<file path="config.mk">
export PLATFORM = sky130hd
export DESIGN_NAME = naa_ctrl
export DESIGN_NICKNAME = d
export VERILOG_FILES = /design/src/naa_pkg.sv /design/src/naa_ctrl.sv
export SDC_FILE = /design/constraint.sdc
export NUM_CORES = 1
export LEC_CHECK = 0
export ABC_AREA = 1
export BUFFER_PORTS_ARGS = -buffer_cell sky130_fd_sc_hd__buf_2
export CAP_MARGIN = 20
export CORE_AREA = 4 4 41 43
export DETAILED_ROUTE_END_ITERATION = 12
export DIE_AREA = 0 0 45 47
export PLACE_DENSITY = 0.59
export SLEW_MARGIN = 20
export SYNTH_ARGS = -nofsm -noshare
export SYNTH_HDL_FRONTEND = slang
export SYNTH_SLANG_ARGS = --single-unit
</file>
<file path="constraint.sdc">
create_clock -name clk -period 1.3 [get_ports clk]
set_clock_uncertainty 0.2 [all_clocks]
set_input_delay 0.13 -clock clk [delete_from_list [all_inputs] [get_ports clk]]
set_output_delay 0.13 -clock clk [all_outputs]
set_load 0.02 [all_outputs]
</file>
<file path="src/naa_pkg.sv">
// Shared types, constants and table functions for the neuron aggregate/activate unit.
// Used by naa_ctrl, naa_datapath and neuron_aggregate_activate_unit; depends on nothing.
`timescale 1ns / 1ps

package naa_pkg;

	localparam int MAX_FANIN       = 1024;
	localparam int ACT_TABLE_DEPTH = 256;
	localparam int SIG_W           = 13;
	localparam int SOMA_W          = 40;
	localparam int ONE_Q12         = 4096;

	localparam longint unsigned Q30_ONE = 64'd1 << 30;

	typedef enum logic [1:0] {
		REG_SUM_MODE = 2'd0,
		REG_ACT_MODE = 2'd1,
		REG_BIAS     = 2'd2
	} reg_index_t;

	typedef enum logic [1:0] {
		SUM_ADD = 2'd0,
		SUM_AVG = 2'd1,
		SUM_MIN = 2'd2,
		SUM_MAX = 2'd3
	} sum_mode_t;

	typedef enum logic [1:0] {
		ACT_SIGMOID     = 2'd0,
		ACT_TANH        = 2'd1,
		ACT_RELU        = 2'd2,
		ACT_SIGMOID_ALT = 2'd3
	} act_mode_t;

	typedef enum logic [3:0] {
		ST_ACC,
		ST_DIV_INIT,
		ST_DIV,
		ST_DIV_FIN,
		ST_LOOKUP,
		ST_INTERP,
		ST_ACT,
		ST_DER,
		ST_OUT
	} state_t;

	typedef struct packed {
		logic take;
		logic accum;
		logic div_init;
		logic div_step;
		logic div_fin;
		logic lookup;
		logic interp;
		logic act;
		logic der;
	} cmd_t;

	typedef struct packed {
		logic s1_valid;
		logic s1_last;
		logic avg_mode;
		logic div_last;
	} status_t;

	// Unsigned shift-and-subtract division, only used while building the table.
	function automatic longint unsigned udiv(longint unsigned num, longint unsigned dvs);
		longint unsigned quo;
		longint unsigned rem;
		quo = 64'd0;
		rem = 64'd0;
		for (int b = 63; b >= 0; b--) begin
			rem = (rem << 1) | ((num >> b) & 64'd1);
			quo = quo << 1;
			if (rem >= dvs) begin
				rem = rem - dvs;
				quo = quo | 64'd1;
			end
		end
		return quo;
	endfunction

	// exp(-f) in Q30 for f in [0, 1.0], truncated power series.
	function automatic longint unsigned exp_neg_unit(longint unsigned f);
		longint          acc;
		longint unsigned term;
		acc  = longint'(Q30_ONE);
		term = Q30_ONE;
		for (int k = 1; k <= 16; k++) begin
			term = udiv((term * f) >> 30, longint'(k));
			if ((k & 1) == 1)
				acc = acc - longint'(term);
			else
				acc = acc + longint'(term);
		end
		return (acc < 0) ? 64'd0 : longint'(acc);
	endfunction

	// exp(-x) in Q30 for x in [0, 16.0].
	function automatic longint unsigned exp_neg(longint unsigned x);
		longint unsigned n;
		longint unsigned r;
		longint unsigned e1;
		n  = x >> 30;
		r  = exp_neg_unit(x & (Q30_ONE - 1));
		e1 = exp_neg_unit(Q30_ONE);
		for (int j = 0; j < 16; j++) begin
			if (longint'(j) < longint'(n))
				r = (r * e1) >> 30;
		end
		return r;
	endfunction

	// Sigmoid table entry i, Q12, evaluated at elaboration.
	function automatic logic [SIG_W-1:0] sig_entry(int unsigned i);
		longint unsigned x;
		longint unsigned den;
		longint unsigned val;
		x   = udiv((longint'(i) * 16) << 30, longint'(ACT_TABLE_DEPTH));
		den = Q30_ONE + exp_neg(x);
		val = udiv((64'd1 << 42) + (den >> 1), den);
		return val[SIG_W-1:0];
	endfunction

endpackage

</file>
<file path="src/naa_ctrl.sv">
// Controller state machine of the neuron aggregate/activate unit.
// Depends on naa_pkg; drives commands to naa_datapath and reads its status.
`timescale 1ns / 1ps

module naa_ctrl (
	input  logic             clk,
	input  logic             arst_n,
	input  logic             in_valid,
	output logic             in_ready,
	output logic             out_valid,
	input  logic             out_ready,
	input  naa_pkg::status_t sts,
	output naa_pkg::cmd_t    cmd
);

	naa_pkg::state_t state_q;
	naa_pkg::state_t state_nxt;

	always_ff @(posedge clk or negedge arst_n) begin
		if (!arst_n)
			state_q <= naa_pkg::ST_ACC;
		else
			state_q <= state_nxt;
	end

	always_comb begin
		state_nxt = state_q;
		unique case (state_q)
			naa_pkg::ST_ACC: begin
				if (sts.s1_valid && sts.s1_last)
					state_nxt = sts.avg_mode ? naa_pkg::ST_DIV_INIT : naa_pkg::ST_LOOKUP;
			end
			naa_pkg::ST_DIV_INIT: state_nxt = naa_pkg::ST_DIV;
			naa_pkg::ST_DIV: begin
				if (sts.div_last)
					state_nxt = naa_pkg::ST_DIV_FIN;
			end
			naa_pkg::ST_DIV_FIN: state_nxt = naa_pkg::ST_LOOKUP;
			naa_pkg::ST_LOOKUP:  state_nxt = naa_pkg::ST_INTERP;
			naa_pkg::ST_INTERP:  state_nxt = naa_pkg::ST_ACT;
			naa_pkg::ST_ACT:     state_nxt = naa_pkg::ST_DER;
			naa_pkg::ST_DER:     state_nxt = naa_pkg::ST_OUT;
			naa_pkg::ST_OUT: begin
				if (out_ready)
					state_nxt = naa_pkg::ST_ACC;
			end
			default: state_nxt = naa_pkg::ST_ACC;
		endcase
	end

	always_comb begin
		in_ready     = (state_q == naa_pkg::ST_ACC) && !(sts.s1_valid && sts.s1_last);
		out_valid    = (state_q == naa_pkg::ST_OUT);
		cmd          = '0;
		cmd.take     = in_valid && in_ready;
		cmd.accum    = (state_q == naa_pkg::ST_ACC) && sts.s1_valid;
		cmd.div_init = (state_q == naa_pkg::ST_DIV_INIT);
		cmd.div_step = (state_q == naa_pkg::ST_DIV);
		cmd.div_fin  = (state_q == naa_pkg::ST_DIV_FIN);
		cmd.lookup   = (state_q == naa_pkg::ST_LOOKUP);
		cmd.interp   = (state_q == naa_pkg::ST_INTERP);
		cmd.act      = (state_q == naa_pkg::ST_ACT);
		cmd.der      = (state_q == naa_pkg::ST_DER);
	end

	a_ready_only_acc: assert property (@(posedge clk) disable iff (!arst_n)
		in_ready |-> state_q == naa_pkg::ST_ACC)
		else $error("input ready outside accumulate state");

	a_last_leaves_acc: assert property (@(posedge clk) disable iff (!arst_n)
		(state_q == naa_pkg::ST_ACC && sts.s1_valid && sts.s1_last) |=>
		state_q != naa_pkg::ST_ACC)
		else $error("last word did not start the finish sequence");

	a_out_holds: assert property (@(posedge clk) disable iff (!arst_n)
		(out_valid && !out_ready) |=> out_valid)
		else $error("result dropped before it was taken");

	a_no_overlap: assert property (@(posedge clk) disable iff (!arst_n)
		out_valid |-> !in_ready)
		else $error("input taken while a result waits");

endmodule

</file>
; ---- Word-level counts from Yosys, hierarchy flattened
; Cells that the tools add are included.
[op_classes]
n_addsub = 0
mul = 0
div_mod_pow = 0
n_lt_le_gt_ge = 0
eq_ne = 11
n_shift = 0
n_mux = 5
n_bitwise = 0
n_reduce_logical = 7
[op_table]
columns = operator, n
row1 = one-hot mux 4 bit (9 select lines), 1
row2 = "== test 4 x 3 -> 1 bit, second input constant", 4
row3 = two-way mux 4 bit, 3
row4 = "== test 4 x 2 -> 1 bit, second input constant", 2
row5 = "== test 4 x 1 -> 1 bit, second input constant", 1
row6 = "== test 4 bit, second input constant", 1
row7 = logical AND 1 bit, 4
row8 = zero test 4 bit, 1
row9 = "!= test 2 x 1 -> 1 bit, second input constant", 2
row10 = two-way mux 3 bit, 1
row11 = AND reduction 3 bit, 1
row12 = "!= test 2 bit, second input constant", 1
row13 = zero test 1 bit, 1
[word_totals]
reg_bits = 4
latchBits = 0
mem_bits_rw = 0
mem_bits_ro = 0
inputBits = 8
out_inout_bits = 11
elab_cells = 24
mem_count = 0

; ---- Depth between registers and ports, before layout
[logic_depth]
word_depth = 4
mapped_depth = 6
ltp_nobuf = 6

; ---- Worst setup path before layout
; Ideal clock, no wire load.
[synth_path]
path_kind = register -> output
start = register state_q[1]
end = output out_valid
arrival_ns = 1.137
t_required_ns = 0.970
path_slack_ns = -0.167
path_stages_with_launch = 2
n_path_buf = 0
path_cell_list = dfrtp_1 > nor4_1
[synth_between]
elab_chain_cells = 1
[synth_rtl]
columns = element, line
row1 = from (decl), naa_ctrl.sv:16  ; naa_pkg::state_t state_q;
row2 = from (signal assigned), naa_ctrl.sv:21  ; state_q <= naa_pkg::ST_ACC;
row3 = from (signal assigned), naa_ctrl.sv:23  ; state_q <= state_nxt;
row4 = == test 4 bit, naa_ctrl.sv:53  ; out_valid = (state_q == naa_pkg::ST_OUT);
row5 = to (decl), naa_ctrl.sv:10  ; output logic out_valid,
; No other way between the ends.

==> flow_summary.toml <==
[sta]
fin_ws_ns = -0.245
max-slew-margin-rel = 0.874
drv_slew = 0
grt_setup_unrepaired = "true"
fmax_mhz = 647
final_min_period_over_clock_period = 1.19
timing_hold_violations_final = 0
worst_pin_slew_ns = 0.188
setup_violations = 12
post-route-min-period_ns = 1.54

[layout]
design_area_um2 = 633
drive_above_1_share = 0.651
postLayoutCoreUtil = 0.487
commonest_cells_after_routing_fill_and_taps_aside = "sky130_fd_sc_hd__nand2_1, sky130_fd_sc_hd__buf_4, sky130_fd_sc_hd__inv_1, sky130_fd_sc_hd__buf_2, sky130_fd_sc_hd__buf_6"
area_grow_syn2layout_pct = 108
most_common_cell_after_layout_fill_and_taps_aside = "sky130_fd_sc_hd__nand2_1"
layout_top_registers = "state_q: 4 flops"
layoutNonFillerInstCount = 98
registers.top_by_ff_count = "state_q"
largest_register_ff_count = 4
antennaDiodeCount = 0
finish.net_count = 93

[synthesis]
synth_cells = 53
synth_largest_type_area_fraction = 0.329
synth-seq-cells = 4
synth_top_cells_by_area = "sky130_fd_sc_hd__dfrtp_1, sky130_fd_sc_hd__nand2_1, sky130_fd_sc_hd__inv_1"
synth_sequential_area_ratio = 0.329
avgSynthCellArea_um2 = 5.74
synth-warning-count = 0
synthDistinctLibCells = 9
syn_nets = 61
syn-cell-area_um2 = 304
synth_area_leader_cell = "sky130_fd_sc_hd__dfrtp_1"

[die]
die-area_um2 = 2120
start_util = 0.234
boundaryPins = 19
floorplan.rows = 13
die_width_um = 45
fp.coreArea_um2 = 1300
fp.dieH_um = 47

[place]
dp_cells = 94
gp_congestion = 0.764
post-dp-hpwl_um = 748
placed_cell_area_um2 = 489
numPortBuffers = 18

[routing]
detail_route.wirelength_um = 1050
detailroute.via_count = 414
drtAntennaViolNets = 0
first_iter_violations = 3
drt_first_pass_iters = 2
avgRoutedWirePerCell_um = 10.8
route.detailed.vias_per_inst = 4.22
remaining_drc_errors = 0

[worst_setup_path]
setup.worst_path.end_class = "primary output"
worst_r2r_endpoint = "state_q[0]"
worst-path-max-fanout = 4
timing.reg2reg.worst_path_depth = 6
worstPathRequired_ns = 0.97
regToRegSetupSlack_ns = -0.02
timing.setup.critical_path_class = "flip-flop to primary output"
regToRegStartpoint = "state_q[3]"
arrival_ns = 1.21
startpoint_type = "flip-flop"

[global_route]
grt.overflow.total = 0
number_of_global_route_vias_before_repair = 412
pin_count_of_the_biggest_net_entering_global_routing = 5
top_usage_layer = "met2"
grt_util_met1 = 0.140
grt_antenna_before_repair = 0
groute.usage.overall = 0.122
groute.layer.met2.usage = 0.201
use_met3 = 0.0613
grt_pass1_wl_um = 1810

[pwr]
powerDensity_nw_per_um2 = 2460
finalPower_mw = 1.56
power.ir.vdd_worst_mv = 1.29
power.static_leakage_nw = 0.380

[clock_network]
clkSinkCount = 4
cts_tree = "built"
clock_tree.htree_level_count = 1
root_buffer = "sky130_fd_sc_hd__clkbuf_4"
cts-root-to-sink-buffers = 2
insertion_delay_ns = 0.24
tritoncts.num_buffers = 3
postCtsSetupRepairBufs = 0
path_clk_slew_ns = 0.04

[status]
outcome = "finished with violations"
failed_checks = "setup timing"

[run]
drv_cap = 0

[worst_hold_path]
min_path_type = "input pin to flip-flop"
holdCritStartpoint = "sts[1]"
min_delay_worst_endpoint = "state_q[2]"
min_delay_path_depth = 4
==> cell type report <==
class                      instances  area (um^2)
fill                             145          668
multi-input combinational         35          218
timing repair buffer              27          215
sequential                         4          104
inverter                          14         55.1
clock buffer                       3         22.5
tap                               15         18.8
==> cell usage after synthesis <==
library cell	number
sky130_fd_sc_hd__nand2_1	14
sky130_fd_sc_hd__inv_1	11
sky130_fd_sc_hd__nor2_1	9
sky130_fd_sc_hd__nand3_1	5
sky130_fd_sc_hd__dfrtp_1	4
sky130_fd_sc_hd__inv_2	3
sky130_fd_sc_hd__nor2_2	3
sky130_fd_sc_hd__nor3_1	3
sky130_fd_sc_hd__nor4_1	1
==> stage by stage <==
step	hold WS, ns	setup slack [ns]	TNS (ns)
global route	0.0125	-0.322	-3.39
detailed placement	-0.261	-0.0618	-0.206
finish	0.00913	-0.245	-2.44
floorplan	-0.366	-0.0127	-0.0255
global placement	-0.262	-0.0530	-0.180
CTS	0.00438	-0.259	-2.71
==> power by group <==
group / switching [mW] / internal, mW / total (mW)
logic: 0.614 / 0.509 / 1.12
clock network: 0.0546 / 0.104 / 0.158
registers: 0.0902 / 0.188 / 0.278
==> routing by layer <==
metal,part of all wire,routed length (um)
met5,0,0
met4,0,0
met1,0.40,419
met3,0.078,82
met2,0.52,553
==> critical path: stages, from the launching register on <==
cell and delay, ns:
sky130_fd_sc_hd__dfrtp_2 0.43, sky130_fd_sc_hd__nor2_4 0.17, sky130_fd_sc_hd__buf_6 0.13, sky130_fd_sc_hd__nand2_1 0.06, sky130_fd_sc_hd__inv_1 0.07, sky130_fd_sc_hd__buf_6 0.11
==> worst max-delay path by stage <==
| stage | startpoint | endpoint | slack (ns) |
|---|---|---|---|
| after floorplan | state_q[1] | cmd[2] | -0.01 |
| after global placement | state_q[0] | cmd[8] | -0.05 |
| after detailed placement | state_q[0] | cmd[8] | -0.06 |
| after CTS | state_q[1] | cmd[5] | -0.26 |
| after global routing | state_q[2] | cmd[1] | -0.32 |
| final | state_q[1] | cmd[3] | -0.24 |
==> cell families after synthesis <==
kind of cell | count (synthesis) | synth area share
buffers and inverters | 14 | 0.173
flip-flops | 4 | 0.329
AND/OR/NAND/NOR | 35 | 0.498
==> repair_timing <==
action	CTS	global route
hold buffers	1	0
endpoints found under the setup margin	13	14
pin swaps	3	3
gates resized for setup	21	17
hold endpoints to repair	4	0
Power figures use the tool's default switching activity.
